<file path="src/sv/ccmv_pkg.sv">
// Package: sizes, constants and state types for the class-conditional mean/variance unit.
package ccmv_pkg;

   localparam int FEATURE_COUNT = 57;
   localparam int MAX_ROWS      = 4096;
   localparam int VALUE_BITS    = 24;

   localparam int SAMPLE_W = 24;
   localparam int FEAT_W   = 6;
   localparam int SUM_W    = 36;
   localparam int SQ_W     = 60;
   localparam int MEAN_W   = 24;
   localparam int VAR_W    = 48;
   localparam int ROWS_W   = 13;
   localparam int SQX_W    = 2 * VALUE_BITS;
   localparam int ENTRIES  = 2 * FEATURE_COUNT;
   localparam int ADDR_W   = $clog2(ENTRIES);

   localparam logic [FEAT_W-1:0] LAST_FEATURE = FEAT_W'(FEATURE_COUNT - 1);
   localparam logic [ROWS_W-1:0] ROWS_LIMIT   = ROWS_W'(MAX_ROWS);

   typedef logic [ADDR_W-1:0] addr_type;

   typedef struct packed {
      logic [SUM_W-1:0] vsum;
      logic [SQ_W-1:0]  qsum;
   } entry_type;

   // Divider request from the drain sequencer.
   typedef struct packed {
      logic                start;
      logic [SQ_W-1:0]     dividend;
      logic [ROWS_W-1:0]   divisor;
   } div_req_type;

   typedef struct packed {
      logic                done;
      logic [SQ_W-1:0]     quotient;
   } div_rsp_type;

endpackage

</file>
<file path="src/sv/ccmv_multiplier.sv">
// Registered 24x24 multiplier for squares of samples and of means.
module ccmv_multiplier
   import ccmv_pkg::*;
(
   input  logic                clock,
   input  logic [SAMPLE_W-1:0] a,
   output logic [SQX_W-1:0]    product
);

   logic [SQX_W-1:0] product_ff;

   always_ff @(posedge clock) begin
      product_ff <= SQX_W'(a[VALUE_BITS-1:0]) * SQX_W'(a[VALUE_BITS-1:0]);
   end

   assign product = product_ff;

endmodule

</file>
<file path="config.mk">
export PLATFORM = sky130hd
export DESIGN_NAME = ccmv_multiplier
export DESIGN_NICKNAME = d
export VERILOG_FILES = /design/src/sv/ccmv_pkg.sv /design/src/sv/ccmv_multiplier.sv
export SDC_FILE = /design/constraint.sdc
export NUM_CORES = 1
export LEC_CHECK = 0
export BUFFER_PORTS_ARGS = -buffer_cell sky130_fd_sc_hd__buf_2
export CAP_MARGIN = 40
export CELL_PAD_IN_SITES_DETAIL_PLACEMENT = 1
export CELL_PAD_IN_SITES_GLOBAL_PLACEMENT = 1
export CORE_ASPECT_RATIO = 1.5
export CORE_MARGIN = 2
export CORE_UTILIZATION = 46
export DETAILED_ROUTE_END_ITERATION = 6
export GPL_TIMING_DRIVEN = 0
export PLACE_DENSITY_LB_ADDON = 0.25
export REMOVE_ABC_BUFFERS = 1
export SYNTH_ARGS = -nofsm -noshare
export SYNTH_HDL_FRONTEND = slang
export SYNTH_SLANG_ARGS = --single-unit
</file>
<file path="constraint.sdc">
create_clock -name clock -period 11.6 [get_ports clock]
set_clock_uncertainty 0.1 [all_clocks]
set_input_delay 1.16 -clock clock [delete_from_list [all_inputs] [get_ports clock]]
set_output_delay 1.16 -clock clock [all_outputs]
set_load 0.01 [all_outputs]
</file>
==> results.json, run 1 <==
{
  "status": "complete, no violations",
  "ctsHoldBuffers": 0,
  "postCtsSetupBuffers": 0,
  "seq_area_frac_synth": 0.0544,
  "cp_max_fo": 24,
  "dpl.hpwl_um": 37500,
  "critical-path-max-stage-delay_ps": 580,
  "clockBufferDepth": 2,
  "startpoint_type": "input pin",
  "fmax_mhz": 121,
  "worst_path_max_delay_cell": "fa_1",
  "areaGrowthSynthToFinish_pct": 5.10,
  "crit_arrival_ps": 8390,
  "final_core_util": 0.487,
  "worstPathRequired_ps": 11730,
  "vias_per_cell": 5.06,
  "synthTopCellsByArea": "fa_1, inv_1, ha_1",
  "ys_async_sr_fraction": 0,
  "drv_slew": 0,
  "rsz0062_at_grt": "false",
  "antenna_cells": 0,
  "num_vias": 12000,
  "synth_top_area_cell": "fa_1",
  "core_um2": 37300,
  "setup_viol": 0,
  "hold_start": "a[0]",
  "grt_pass1_vias": 14400,
  "post_drt_wl_per_cell_um": 19.2,
  "grt_max_degree": 27,
  "hold_viol": 0,
  "finalCriticalPeriod_ps": 8260,
  "drt_pass1_iterations": 4,
  "io_buffers": 71,
  "cts_buffers": 5,
  "path_common_cell": "fa_1",
  "chipWidth_um": 162,
  "gp_congestion": 0.817,
  "pin_count": 73,
  "largest_reg_flops": 47,
  "dieArea_um2": 39200,
  "die_h_um": 241,
  "wirelength_um": 45500,
  "netlist_instances": 1867,
  "synth_ff_type": "dfxtp_1",
  "track_usage": 0.247,
  "cts_resized": 0,
  "maxCapViolCount": 0,
  "drc": 0,
  "overflow": 0,
  "cts_root_buf": "clkbuf_16",
  "cp_cell_sequence": "buf_2 -> nand2_1 -> fa_1 -> inv_1 -> fa_1 -> fa_1 -> inv_1 -> fa_1 -> inv_1 -> fa_1 -> fa_1 -> inv_1 -> fa_1 -> inv_1 -> ha_1 -> a21oi_1 -> o21ai_0 -> nor4b_1 -> o211ai_1 -> nand3_1 -> or3b_1 -> a41oi_2 -> xnor2_1",
  "tritoncts": "built",
  "crit_type": "in -> reg",
  "endpoint_kind": "flip-flop",
  "antenna_found_initial": 0,
  "cts.sink_count": 47,
  "yosys_warnings": 0,
  "hp-class": "in -> reg",
  "min_to": "product[0]$_DFF_P_",
  "h-tree-depth": 2,
  "start_util": 0.463,
  "drive_gt1_frac": 0.0505,
  "drt_iter0_drc": 335,
  "grt_pass1_wl_um": 73900,
  "syn-cell-area_um2": 17300,
  "slew_headroom": 0.474,
  "period_share": 0.712,
  "clk_pin_slew_ps": 70,
  "placementRows": 87,
  "worstMarginPinSlew_ps": 789,
  "ys_ff_latch": 47,
  "num-nets-final": 2502,
  "synth_cell_type_count": 54,
  "yosys.area.top_type_share": 0.489,
  "ant_nets": 0,
  "avgSynthCellArea_um2": 9.26,
  "setup-tns-final_ps": 0,
  "min_delay_path_depth": 1,
  "synth_edf_count": 0
}
-- cells by family (layout without fill, tap and decap cells) --
logic type	Yosys count	after routing	share of synthesized area
compound gates	138	138	0.0543
xor+xnor	53	53	0.0269
fa+ha+maj	595	595	0.614
buf+inv	661	677	0.144
flops	47	47	0.0544
mux	2	2	0.00123
other cells	1	1	0.000217
simple gates	370	370	0.105
-- how the worst max path moves through the flow --
stage | depth (start not counted) | slack, ps | end | from
after floorplan | 24 | 4580 | product[42]$_DFF_P_ | a[2]
after global placement | 23 | 3100 | product[44]$_DFF_P_ | a[2]
after detailed placement | 23 | 3020 | product[44]$_DFF_P_ | a[2]
after CTS | 23 | 3300 | product[44]$_DFF_P_ | a[2]
after global routing | 23 | 3020 | product[40]$_DFF_P_ | a[2]
final | 23 | 3340 | product[44]$_DFF_P_ | a[2]
-- worst max-delay path: cells and delay by family --
family / cells / cell delay [ps]
buffers and inverters: 6 / 830
and+or+nand+nor: 4 / 1380
adders and majority gates: 8 / 4030
AOI/OAI and AO/OA: 4 / 820
xor gates and xnor gates: 1 / 140
-- Yosys cell counts (10+ instances only) --
| cell | instances |
|---|---|
| a21o_1 | 26 |
| o21bai_1 | 11 |
| xnor2_1 | 32 |
| fa_1 | 422 |
| nand2_1 | 176 |
| a21oi_1 | 43 |
| o21ai_0 | 17 |
| ha_1 | 173 |
| inv_1 | 598 |
| xor2_1 | 21 |
| nand4_1 | 10 |
| clkbuf_1 | 57 |
| and2_1 | 121 |
| dfxtp_1 | 47 |
| nor2_1 | 25 |
-- stage by stage --
stage                     hold slack, ps  instances  worst slack [ps]  area [µm²]
final                               1200       2372              3340       18200
after global routing                1220       2372              3020       18200
after CTS                           1200       2372              3300       18200
after floorplan                     1090       1804              4580       17000
after global placement              1450       2364              3100       18000
after detailed placement            1450       2364              3020       18000
-- placed cells by master (no fill, tap or decap), drive strengths merged, types with 21 or more instances in the layout --
master / netlist / layout
xnor2: 32 / 32
xor2: 21 / 21
nor2: 25 / 25
fa: 422 / 422
buf: 6 / 71
a21oi: 47 / 47
dfxtp: 47 / 47
a21o: 26 / 26
nand2: 176 / 176
o21ai: 22 / 22
ha: 173 / 173
inv: 598 / 598
and2: 121 / 121
-- final cells by class --
type / count / area, µm²
sequential: 47 / 941
fill: 4346 / 19200
inverter: 598 / 2240
tap: 489 / 612
multi-input combinational: 1159 / 13900
clock buffer: 7 / 153
clock inverter: 1 / 7.51
timing repair buffer: 71 / 355
-- metal layers --
layer,GRT usage,share of wire
met1,0.251,0.34
met2,0.515,0.60
met3,0.0190,0.024
met4,0.0885,0.041
met5,0,0
Power of run 1 is left out: the tool's default activity adds up to more than one toggle a clock period on the data nets, which glitch-free logic cannot reach.
==> run 2, diff against run 1 <==
==> constraint.sdc (replaced) <==
create_clock -name clock -period 7.7 [get_ports clock]
set_clock_uncertainty 0.1 [all_clocks]
set_input_delay 0.77 -clock clock [delete_from_list [all_inputs] [get_ports clock]]
set_output_delay 0.77 -clock clock [all_outputs]
set_load 0.01 [all_outputs]
==> run 2 against run 1 <==
  * Sequential share of layout area hardly changed
  * Worst hold slack worse by 510 ps
  * Cell area rose by 0.42%
  * Cell count stayed put
  * Largest cell class unchanged
  * Die area unchanged
  * Worst setup slack lost 3000 ps
  * Flip-flop and latch count unchanged
  * First-iteration DRC count grew 4.5%
  * Global-route usage barely moved
  * Critical path depth increased by 2
  * Via count barely moved
==> results.json, run 2 (synthesis gave the netlist of run 1 again) <==
{
  "final_area_um2": 18200,
  "startpoint_type": "input pin",
  "gp_congestion": 0.817,
  "dieArea_um2": 39200,
  "antenna_cells": 0,
  "fmax_mhz": 135,
  "drt_pass1_iterations": 4,
  "rsz0062_at_grt": "false",
  "endpoint_kind": "flip-flop",
  "dpl_cell_area_um2": 18000,
  "cp_max_fo": 22,
  "tritoncts": "built",
  "areaGrowthSynthToFinish_pct": 5.54,
  "timing.final.ws_setup_ps": 292,
  "h-tree-depth": 2,
  "drive_gt1_frac": 0.0520,
  "worstPathRequired_ps": 7830,
  "maxCapViolCount": 0,
  "dpl.hpwl_um": 37500,
  "grt_pass1_vias": 14400,
  "worstMarginPinSlew_ps": 582,
  "stdcell_count": 2372,
  "ctsHoldBuffers": 0,
  "core_um2": 37300,
  "drv_slew": 0,
  "multi_input_area_um2": 13900,
  "hp-class": "in -> reg",
  "vias_per_cell": 5.06,
  "drt_iter0_drc": 350,
  "pin_count": 73,
  "regArea_um2": 941,
  "antenna_found_initial": 0,
  "largest_reg_flops": 47,
  "final_cell_mix": "inv_1, fa_1, nand2_1",
  "hold_viol": 0,
  "start_util": 0.463,
  "num_vias": 12000,
  "clockBufferDepth": 2,
  "num-nets-final": 2502,
  "layout_commonest_cell": "inv_1",
  "die_h_um": 241,
  "finalCriticalPeriod_ps": 7410,
  "crit_type": "in -> reg",
  "overflow": 0,
  "ant_nets": 0,
  "cts_root_buf": "clkbuf_16",
  "grt_pass1_wl_um": 74000,
  "post_drt_wl_per_cell_um": 19.2,
  "place_ws_ps": -493,
  "fillers": 4342,
  "placementRows": 87,
  "setup_viol": 0,
  "drc": 0,
  "track_usage": 0.247,
  "status": "complete, no violations",
  "grt_max_degree": 27,
  "period_share": 0.962,
  "wirelength_um": 45500,
  "setup-tns-final_ps": 0,
  "slew_headroom": 0.612,
  "chipWidth_um": 162,
  "cts.sink_count": 47,
  "clk_pin_slew_ps": 70,
  "crit_arrival_ps": 7530,
  "cts_buffers": 5,
  "io_buffers": 71,
  "dp_cells": 2364
}
[run 2: timing repair]
action | in CTS | in global routing
resized for setup | 17 | 9
hold endpoints to repair | 0 | 0
setup endpoints to repair | 3 | 9
buffers inserted | 0 | 0
[run 2: critical path: stages]
cell and delay (ps):
clkbuf_4 330, and2_1 220, inv_1 70, fa_1 500, inv_1 50, fa_1 530
inv_1 50, fa_1 520, fa_1 520, inv_1 50, fa_1 490, fa_1 530
inv_1 60, fa_1 480, inv_1 50, ha_1 370, a21o_1 240, a21o_1 180
a21oi_1 190, o21ai_0 150, a21oi_2 210, o21ai_1 170, a311o_1 390, a41oi_2 250
xnor2_1 150
[run 2: area by class of cell]
type / count / share of cell area
multi-input cells: 1159 / 0.760
inverters: 598 / 0.123
flip-flops and latches: 47 / 0.0516
well taps: 489 / 0.0335
repair buffers: 71 / 0.0226
clock buffers: 7 / 0.00837
clock inverters: 1 / 0.000411
[run 2: per-stage QoR]
| step | utilization | hold WS [ps] |
|---|---|---|
| 5_1_grt | 0.489 | 695 |
| 3_5_place_dp | 0.482 | 1060 |
| 6_report | 0.489 | 687 |
| 2_1_floorplan | - | 698 |
| 4_1_cts | 0.488 | 688 |
| 3_3_place_gp | 0.482 | 1060 |
[run 2: path summary, 6_finish.rpt]
| check | startpoint | end | cells past startpoint |
|---|---|---|---|
| setup / recovery | a[19] | product[42]$_DFF_P_ | 25 |
| hold / removal | a[0] | product[0]$_DFF_P_ | 1 |
[run 2: layer usage]
| metal | vias to the layer above | GRT usage | wire length [µm] |
|---|---|---|---|
| met5 | - | 0 | 0 |
| met4 | 0 | 0.0885 | 1710 |
| met3 | 95 | 0.0190 | 899 |
| met2 | 177 | 0.516 | 27500 |
| met1 | 6341 | 0.251 | 15400 |
| li1 | 5392 | - | - |
Power of run 2 is left out for the same reason.
