`config.mk`:
```
export PLATFORM = sky130hd
export DESIGN_NAME = ccmv_divider
export DESIGN_NICKNAME = d
export VERILOG_FILES = /design/src/sv/ccmv_pkg.sv /design/src/sv/ccmv_divider.sv
export SDC_FILE = /design/constraint.sdc
export NUM_CORES = 1
export LEC_CHECK = 0
export ABC_AREA = 0
export BUFFER_PORTS_ARGS = -buffer_cell sky130_fd_sc_hd__buf_2
export CAP_MARGIN = 20
export CELL_PAD_IN_SITES_DETAIL_PLACEMENT = 1
export CELL_PAD_IN_SITES_GLOBAL_PLACEMENT = 1
export CORE_AREA = 4 4 113 115
export CTS_BUF_LIST = sky130_fd_sc_hd__clkbuf_2
export CTS_CLUSTER_DIAMETER = 40
export CTS_CLUSTER_SIZE = 40
export DETAILED_ROUTE_END_ITERATION = 7
export DIE_AREA = 0 0 117 119
export PLACE_DENSITY = 0.79
export SYNTH_ARGS = -nofsm -noshare
export SYNTH_HDL_FRONTEND = slang
export SYNTH_SLANG_ARGS = --single-unit
```
`constraint.sdc`:
```
create_clock -name clock -period 6.8 [get_ports clock]
set_input_delay 0.34 -clock clock [delete_from_list [all_inputs] [get_ports clock]]
set_output_delay 0.34 -clock clock [all_outputs]
set_load 0.02 [all_outputs]
```
`src/sv/ccmv_pkg.sv`:
```
// Package: sizes, constants and state types for the class-conditional mean/variance unit.
package ccmv_pkg;

   localparam int FEATURE_COUNT = 57;
   localparam int MAX_ROWS      = 4096;
   localparam int VALUE_BITS    = 24;

   localparam int SAMPLE_W = 24;
   localparam int FEAT_W   = 6;
   localparam int SUM_W    = 36;
   localparam int SQ_W     = 60;
   localparam int MEAN_W   = 24;
   localparam int VAR_W    = 48;
   localparam int ROWS_W   = 13;
   localparam int SQX_W    = 2 * VALUE_BITS;
   localparam int ENTRIES  = 2 * FEATURE_COUNT;
   localparam int ADDR_W   = $clog2(ENTRIES);

   localparam logic [FEAT_W-1:0] LAST_FEATURE = FEAT_W'(FEATURE_COUNT - 1);
   localparam logic [ROWS_W-1:0] ROWS_LIMIT   = ROWS_W'(MAX_ROWS);

   typedef logic [ADDR_W-1:0] addr_type;

   typedef struct packed {
      logic [SUM_W-1:0] vsum;
      logic [SQ_W-1:0]  qsum;
   } entry_type;

   // Divider request from the drain sequencer.
   typedef struct packed {
      logic                start;
      logic [SQ_W-1:0]     dividend;
      logic [ROWS_W-1:0]   divisor;
   } div_req_type;

   typedef struct packed {
      logic                done;
      logic [SQ_W-1:0]     quotient;
   } div_rsp_type;

endpackage

```
`src/sv/ccmv_divider.sv`:
```
// Restoring divider: 60-bit dividend by 13-bit divisor, one quotient bit per cycle.
module ccmv_divider
   import ccmv_pkg::*;
(
   input  logic        clock,
   input  logic        reset,
   input  div_req_type req,
   output div_rsp_type rsp
);

   localparam int CNT_W = $clog2(SQ_W + 1);

   logic [SQ_W-1:0]   quo_ff, quo_in;
   logic [ROWS_W:0]   rem_ff, rem_in;
   logic [ROWS_W-1:0] den_ff, den_in;
   logic [CNT_W-1:0]  cnt_ff, cnt_in;
   logic              busy_ff, busy_in;
   logic              done_ff, done_in;
   logic [ROWS_W:0]   trial;

   always_comb begin
      quo_in  = quo_ff;
      rem_in  = rem_ff;
      den_in  = den_ff;
      cnt_in  = cnt_ff;
      busy_in = busy_ff;
      done_in = 1'b0;
      trial   = {rem_ff[ROWS_W-1:0], quo_ff[SQ_W-1]};
      if (req.start) begin
         quo_in  = req.dividend;
         rem_in  = '0;
         den_in  = req.divisor;
         cnt_in  = CNT_W'(SQ_W);
         busy_in = 1'b1;
      end else if (busy_ff) begin
         if (trial >= {1'b0, den_ff}) begin
            rem_in = trial - {1'b0, den_ff};
            quo_in = {quo_ff[SQ_W-2:0], 1'b1};
         end else begin
            rem_in = trial;
            quo_in = {quo_ff[SQ_W-2:0], 1'b0};
         end
         cnt_in = cnt_ff - 1'b1;
         if (cnt_ff == CNT_W'(1)) begin
            busy_in = 1'b0;
            done_in = 1'b1;
         end
      end
   end

   always_ff @(posedge clock) begin
      quo_ff <= quo_in;
      rem_ff <= rem_in;
      den_ff <= den_in;
      cnt_ff <= cnt_in;
      if (reset) begin
         busy_ff <= 1'b0;
         done_ff <= 1'b0;
      end else begin
         busy_ff <= busy_in;
         done_ff <= done_in;
      end
   end

   assign rsp.done     = done_ff;
   assign rsp.quotient = quo_ff;

endmodule

```
==> results of run 1 <==
## power groups by stage
stage               Sequential [mW]  Clock [mW]  Combinational (mW)
finish                        0.727       0.264               0.373
floorplan                     0.773           0               0.179
detailed placement            0.733           0               0.332
global placement              0.729           0               0.320
global route                  0.733       0.297               0.404
CTS                           0.722       0.264               0.357
## per-layer routing
| layer | wire length (um) | global-route usage, % | share of wire, % |
|---|---|---|---|
| met5 | 0 | 0 | 0 |
| met2 | 7850 | 33.5 | 53 |
| met3 | 1060 | 7.01 | 7.1 |
| met1 | 5580 | 23.5 | 37 |
| met4 | 391 | 8.03 | 2.6 |
## stage by stage
stage	hold WS, ns	worst slack (ns)	util [%]	cells	cell area, um2
finish	0.0451	3.76	52.2	705	6160
global route	-0.0129	3.51	52.2	705	6160
CTS	0.000957	3.80	51.3	693	6060
detailed placement	0.497	3.79	45.9	623	5420
global placement	0.482	3.92	45.9	623	5420
floorplan	0.412	4.17	-	353	4600
## layout make-up
cell class	instances	area, um2
inverters	18	67.6
well taps	147	184
fillers	1265	5650
multi-input cells	224	1840
diodes	2	5.00
clock inverters	6	46.3
clock buffers	10	50.0
flip-flops and latches	94	2610
repair buffers	204	1350
## layout by cell type, fill, tap and decap left out, drive strengths merged, types with 3 or more instances in the layout
| master | n |
|---|---|
| a211oi | 3 |
| a21o | 6 |
| a21oi | 13 |
| a311oi | 11 |
| and3 | 4 |
| buf | 140 |
| clkbuf | 10 |
| clkinvlp | 3 |
| dfxtp | 21 |
| dlygate4sd3 | 64 |
| edfxtp | 73 |
| ha | 15 |
| inv | 20 |
| mux2 | 61 |
| nand2 | 9 |
| nand2b | 5 |
| nand3 | 13 |
| nor2 | 19 |
| nor2b | 3 |
| nor3 | 5 |
| o21ai | 15 |
| or2 | 3 |
| or3b | 3 |
| xnor2 | 9 |
| xor2 | 3 |
## worst reg2reg max path, stage by stage, from the launching register on
cell and delay [ns]:
edfxtp_1 0.49, inv_1 0.08, ha_1 0.17, inv_1 0.06
fa_1 0.43, a211oi_1 0.26, o21ai_1 0.13, a21oi_1 0.35
a21o_1 0.44, nand2_1 0.18, mux2_2 0.30
## how the worst min path moves through the flow
| stage | start | endpoint | slack [ns] | cells past startpoint |
|---|---|---|---|---|
| CTS | req[65] | quo_ff[52] | 0.001 | 2 |
| global route | req[71] | quo_ff[58] | -0.01 | 2 |
| floorplan | reset | busy_ff | 0.41 | 1 |
| finish | req[25] | quo_ff[12] | 0.05 | 2 |
| global placement | cnt_ff[1] | cnt_ff[1] | 0.48 | 2 |
| detailed placement | cnt_ff[1] | cnt_ff[1] | 0.50 | 2 |
## sequential cells by signal (all words and copies together) (netlist names)
name	flops
done_ff	1
cnt_ff	6
den_ff	13
rem_ff	13
busy_ff	1
quo_ff	60
## cells by family after synthesis
group	share of synthesized area [%]
compound gates	9.98
xor+xnor	2.28
fa+ha+maj	4.51
buf+inv	3.15
flops	56.8
mux	15.1
simple gates	8.13
## timing repair
action	in CTS	in global routing
resized for setup	0	0
hold buffers	54	10
hold endpoints to repair	55	10
==> run_results.csv, run 1 <==
group,metric,value,unit
timing,tns,0,ns
clocking,cts_tree,"built",
timing,hold_viol_final,0,
grt,track_usage,20.1,%
synth,synth_seq_cells,94,
power,switchingPower,0.460,mW
critical_path,r2r_start,"quo_ff[59]",
clocking,cts-root-buf,"clkbuf_2",
critical_path,cp-startpoint,"quo_ff[59]",
min_path,hold_path.class,"in -> reg",
critical_path,crit_type,"reg -> reg",
critical_path,crit_chain,"inv_1 -> ha_1 -> inv_1 -> fa_1 -> a211oi_1 -> o21ai_1 -> a21oi_1 -> a21o_1 -> nand2_1 -> mux2_2",
routing,first_pass_iters,4,
timing,drv_slew,0,
timing,maxSlewHeadroom,49.1,%
critical_path,crit_path_end,"quo_ff[0]",
routing,dr_total_vias,3681,
placed_design,gp_congestion,0.756,
synth,syn-num-nets,445,
placed_design,hpwl,8.57,mm
timing,worst_pin_slew,0.764,ns
timing,max_freq,0.328,GHz
critical_path,rr_endpoint,"quo_ff[0]",
placed_design,io_buffers,136,
timing,grt_setup_unrepaired,"false",
flow_run,cap_violations,0,
clocking,clock_sinks,94,
floorplan,core,11800,um2
floorplan,start_util,39.0,%
timing,finalCritPeriodShare,44.8,%
power,p_seq_share,53.3,%
clocking,cts_buffer_depth,2,
routing,drt_iter0_markers,195,
synth,synth_top_area_share,47.6,%
synth,synth_top_cell_by_area,"edfxtp_1",
routing,ant_nets,0,
power,combPwrFrac,27.3,%
floorplan,die_area,13900,um2
synth,synth_cell_types,50,
critical_path,cp_slowest_stage_delay,0.49,ns
synth,synth_flop_cell,"edfxtp_1",
routing,wire_per_inst,21.1,um
clocking,cts_setup_buffers,0,
clocking,numCtsBuffers,9,
grt,grt_pass1_wl,21.5,mm
routing,viasPerCell,5.22,
critical_path,cp_top_family,"compound AO/OA/AOI/OAI gates",
synth,ys_warn_count,0,
clocking,clkTransAtPathRegs,0.30,ns
critical_path,worst-path-buf-inv,2,
synth,synth_edf_count,73,
critical_path,cp.required,7.23,ns
synth,synthesis.area,4600,um2
critical_path,slowest_stage,"edfxtp_1",
floorplan,fp.dieW,117,um
synth,synth_common_cells,"edfxtp_1 (73), mux2_2 (61), dfxtp_1 (21), nor2_1 (19), inv_1 (18)",
timing,skew,0.0480,ns
outcome,outcome,"completed",
floorplan,die_h,119,um
final_layout,fin_nets,643,
timing,layout_min_cycle_time,3.04,ns
routing,drt_wl_total,14.9,mm
critical_path,reg2reg_slack,3.76,ns
floorplan,ioPinCount,137,
final_layout,area_growth_syn_to_layout,33.9,%
synth,ys_seq_area_share,56.8,%
synth,async_flop_share,0,%
synth,avgSynthCellArea,13.0,um2
power,power,1.36,mW
critical_path,crit_arrival,3.47,ns
routing,drc,0,
timing,setup_viol,0,
power,peakVddDrop,0.125,mV
critical_path,crit_top_cell,"inv_1",
power,p_int,0.904,mW
power,pwr-share-clk,19.4,%
critical_path,end_kind,"flop",
critical_path,r2r_cells,10,
synth,synth_area_leaders,"edfxtp_1 (48%), mux2_2 (15%), dfxtp_1 (9.1%), ha_1 (4.1%), xnor2_1 (1.7%)",
critical_path,crit_path_max_fanout,12,
critical_path,cp_num_cells,10,
synth,synth_most_common_cell,"edfxtp_1",
synth,synthCells,353,
power,p_per_area,221,nW/um2
power,p_leak,2.55,nW
clocking,clock_latency,0.61,ns
floorplan,rows,40,
critical_path,cp-start-kind,"flop",
grt,grt_pass1_vias,3942,
final_layout,drive_above_1_share,41.5,%
grt,antenna_found_initial,2,
clocking,h-tree-depth,3,
grt,grt.overflow.total,0,
grt,grt_max_degree,61,
power,switching_share,33.7,%
(Power assumes the default switching activity.)
==> run 2: changes to the inputs <==
- CORE_AREA: 4 4 113 115 -> 4 4 116 118
- DIE_AREA: 0 0 117 119 -> 0 0 120 122
- PLACE_DENSITY: 0.79 -> 0.78
- clock period: 6.8 -> 2.55 ns (I/O delays scaled with it)
==> run_results.csv, run 2 (synthesis results as in run 1) <==
group,metric,value,unit
final_layout,drive_above_1_share,43.0,%
floorplan,die_area,14600,um2
routing,first_pass_iters,5,
clocking,clock_sinks,94,
clocking,cts_tree,"built",
grt,grt_pass1_vias,4377,
critical_path,crit_path_max_fanout,3,
critical_path,cp-start-kind,"flop",
clocking,clock_latency,0.57,ns
final_layout,final_cell_mix,"buf_2 (135), dlygate4sd3_1 (76), edfxtp_1 (73)",
timing,final.setup.worst_slack,0.0344,ns
final_layout,final_cells,752,
min_path,hold_path.class,"in -> reg",
timing,fin_hold_ws,0.240,ns
critical_path,cp.required,2.92,ns
grt,antenna_found_initial,1,
critical_path,cp_slowest_stage_delay,0.49,ns
timing,worst_pin_slew,0.642,ns
critical_path,cp_top_family,"compound AO/OA/AOI/OAI gates",
placed_design,placed_area,5510,um2
power,p_leak,2.68,nW
timing,maxSlewHeadroom,57.1,%
routing,drt_wl_total,16.3,mm
flow_run,cap_violations,0,
final_layout,fill_cells,1320,
final_layout,top_register,"quo_ff",
final_layout,final_common_cell,"buf_2",
final_layout,largestRegisters,"quo_ff (60), den_ff (13), rem_ff (13)",
final_layout,design_area,6470,um2
critical_path,slowest_stage,"edfxtp_1",
critical_path,worst-path-buf-inv,2,
clocking,cts-root-buf,"clkbuf_2",
grt,grt.overflow.total,0,
final_layout,area_growth_syn_to_layout,40.6,%
final_layout,largest_register_ffs,60,
floorplan,fp.dieW,120,um
routing,dr_total_vias,3936,
floorplan,die_h,122,um
grt,track_usage,22.0,%
critical_path,crit_chain,"inv_1 -> ha_2 -> inv_2 -> fa_2 -> a211oi_2 -> o21ai_2 -> a21oi_2 -> a21o_1 -> nand2_1 -> mux2_2",
floorplan,ioPinCount,137,
power,p_per_area,585,nW/um2
grt,grt_max_degree,57,
placed_design,io_buffers,136,
clocking,cts_buffer_depth,2,
floorplan,core,12500,um2
floorplan,rows,41,
timing,grt_setup_unrepaired,"true",
critical_path,end_kind,"flop",
routing,drt_iter0_markers,249,
timing,hold_viol_final,0,
routing,drc,0,
clocking,numCtsBuffers,9,
placed_design,gp_congestion,0.823,
critical_path,crit_type,"reg -> reg",
critical_path,crit_arrival,2.88,ns
clocking,clkTransAtPathRegs,0.27,ns
timing,max_freq,0.398,GHz
timing,drv_slew,0,
power,peakVddDrop,0.440,mV
grt,grt_pass1_wl,24.8,mm
placed_design,hpwl,9.23,mm
timing,finalCritPeriodShare,98.7,%
routing,ant_nets,0,
final_layout,fin_nets,667,
timing,skew,0.0238,ns
clocking,h-tree-depth,3,
placed_design,place_inst,654,
timing,layout_min_cycle_time,2.52,ns
timing,setup_viol,0,
placed_design,post-place-ws,0.0311,ns
outcome,outcome,"completed",
routing,wire_per_inst,21.7,um
floorplan,start_util,36.9,%
final_layout,finish.utilization,51.9,%
routing,viasPerCell,5.23,
[run 2: changes by cell type in the layout (fill, tap and decap cells not counted), moves of 2 or more]
cell and delta:
buf_12 +2, a311oi_2 +2, buf_4 +9, clkinvlp_4 -3
a21oi_2 +2, clkinv_1 +2, dlygate4sd3_1 +12, a311oi_1 -2
[run 2: worst reg2reg max path: stages, from the launching register on]
cell,delay (ns)
edfxtp_1,0.49
inv_1,0.09
ha_2,0.20
inv_2,0.04
fa_2,0.36
a211oi_2,0.23
o21ai_2,0.11
a21oi_2,0.15
a21o_1,0.18
nand2_1,0.15
mux2_2,0.32
[run 2: layer usage]
| layer | up-vias | part of all wire, % | GRT usage [%] |
|---|---|---|---|
| li1 | 1790 | - | - |
| met1 | 1947 | 39 | 26.3 |
| met2 | 177 | 53 | 40.0 |
| met3 | 22 | 6.2 | 5.06 |
| met4 | 0 | 1.5 | 5.51 |
| met5 | - | 0 | 0 |
[run 2: layout make-up]
class / instances / area [um2] / share of cell area [%]
Inverter: 18 / 67.6 / 1.04
Timing Repair Buffer: 227 / 1580 / 24.4
Clock buffer: 10 / 50.0 / 0.774
Antenna cell: 1 / 2.50 / 0.0387
Sequential cell: 94 / 2610 / 40.4
Multi-Input combinational cell: 225 / 1890 / 29.2
Clock inverter: 5 / 50.0 / 0.774
Tap cell: 172 / 215 / 3.33
[run 2: path summary, 6_finish.rpt]
check                           startpoint  slack, ns  cells after the start    endpoint
worst max-delay path            quo_ff[59]       0.03                     10   quo_ff[0]
worst min register to register  rem_ff[10]       0.53                      2  rem_ff[10]
worst min-delay path                req[9]       0.24                      2   den_ff[9]
worst max register to register  quo_ff[59]       0.03                     10   quo_ff[0]
[run 2: stage by stage]
| stage | setup TNS [ns] | total power, mW |
|---|---|---|
| after floorplan | 0 | 2.54 |
| after global placement | 0 | 2.82 |
| after detailed placement | 0 | 2.87 |
| after CTS | 0 | 3.67 |
| after global routing | -0.0664 | 3.94 |
| final | 0 | 3.79 |
[run 2: power by group]
group	total, mW	leakage, nW	switching, mW	internal [mW]
clock network	0.754	0.0649	0.535	0.220
logic	1.08	1.71	0.602	0.483
registers	1.95	0.904	0.115	1.83
total	3.79	2.68	1.25	2.53
[run 2: timing repair]
| action | CTS | global route |
|---|---|---|
| hold endpoints to repair | 83 | 0 |
| setup buffers | 0 | 5 |
| hold buffers | 76 | 0 |
| gates cloned | 0 | 1 |
| resized for setup | 1 | 7 |
| pin swaps | 0 | 8 |
| setup endpoints to repair | 2 | 14 |
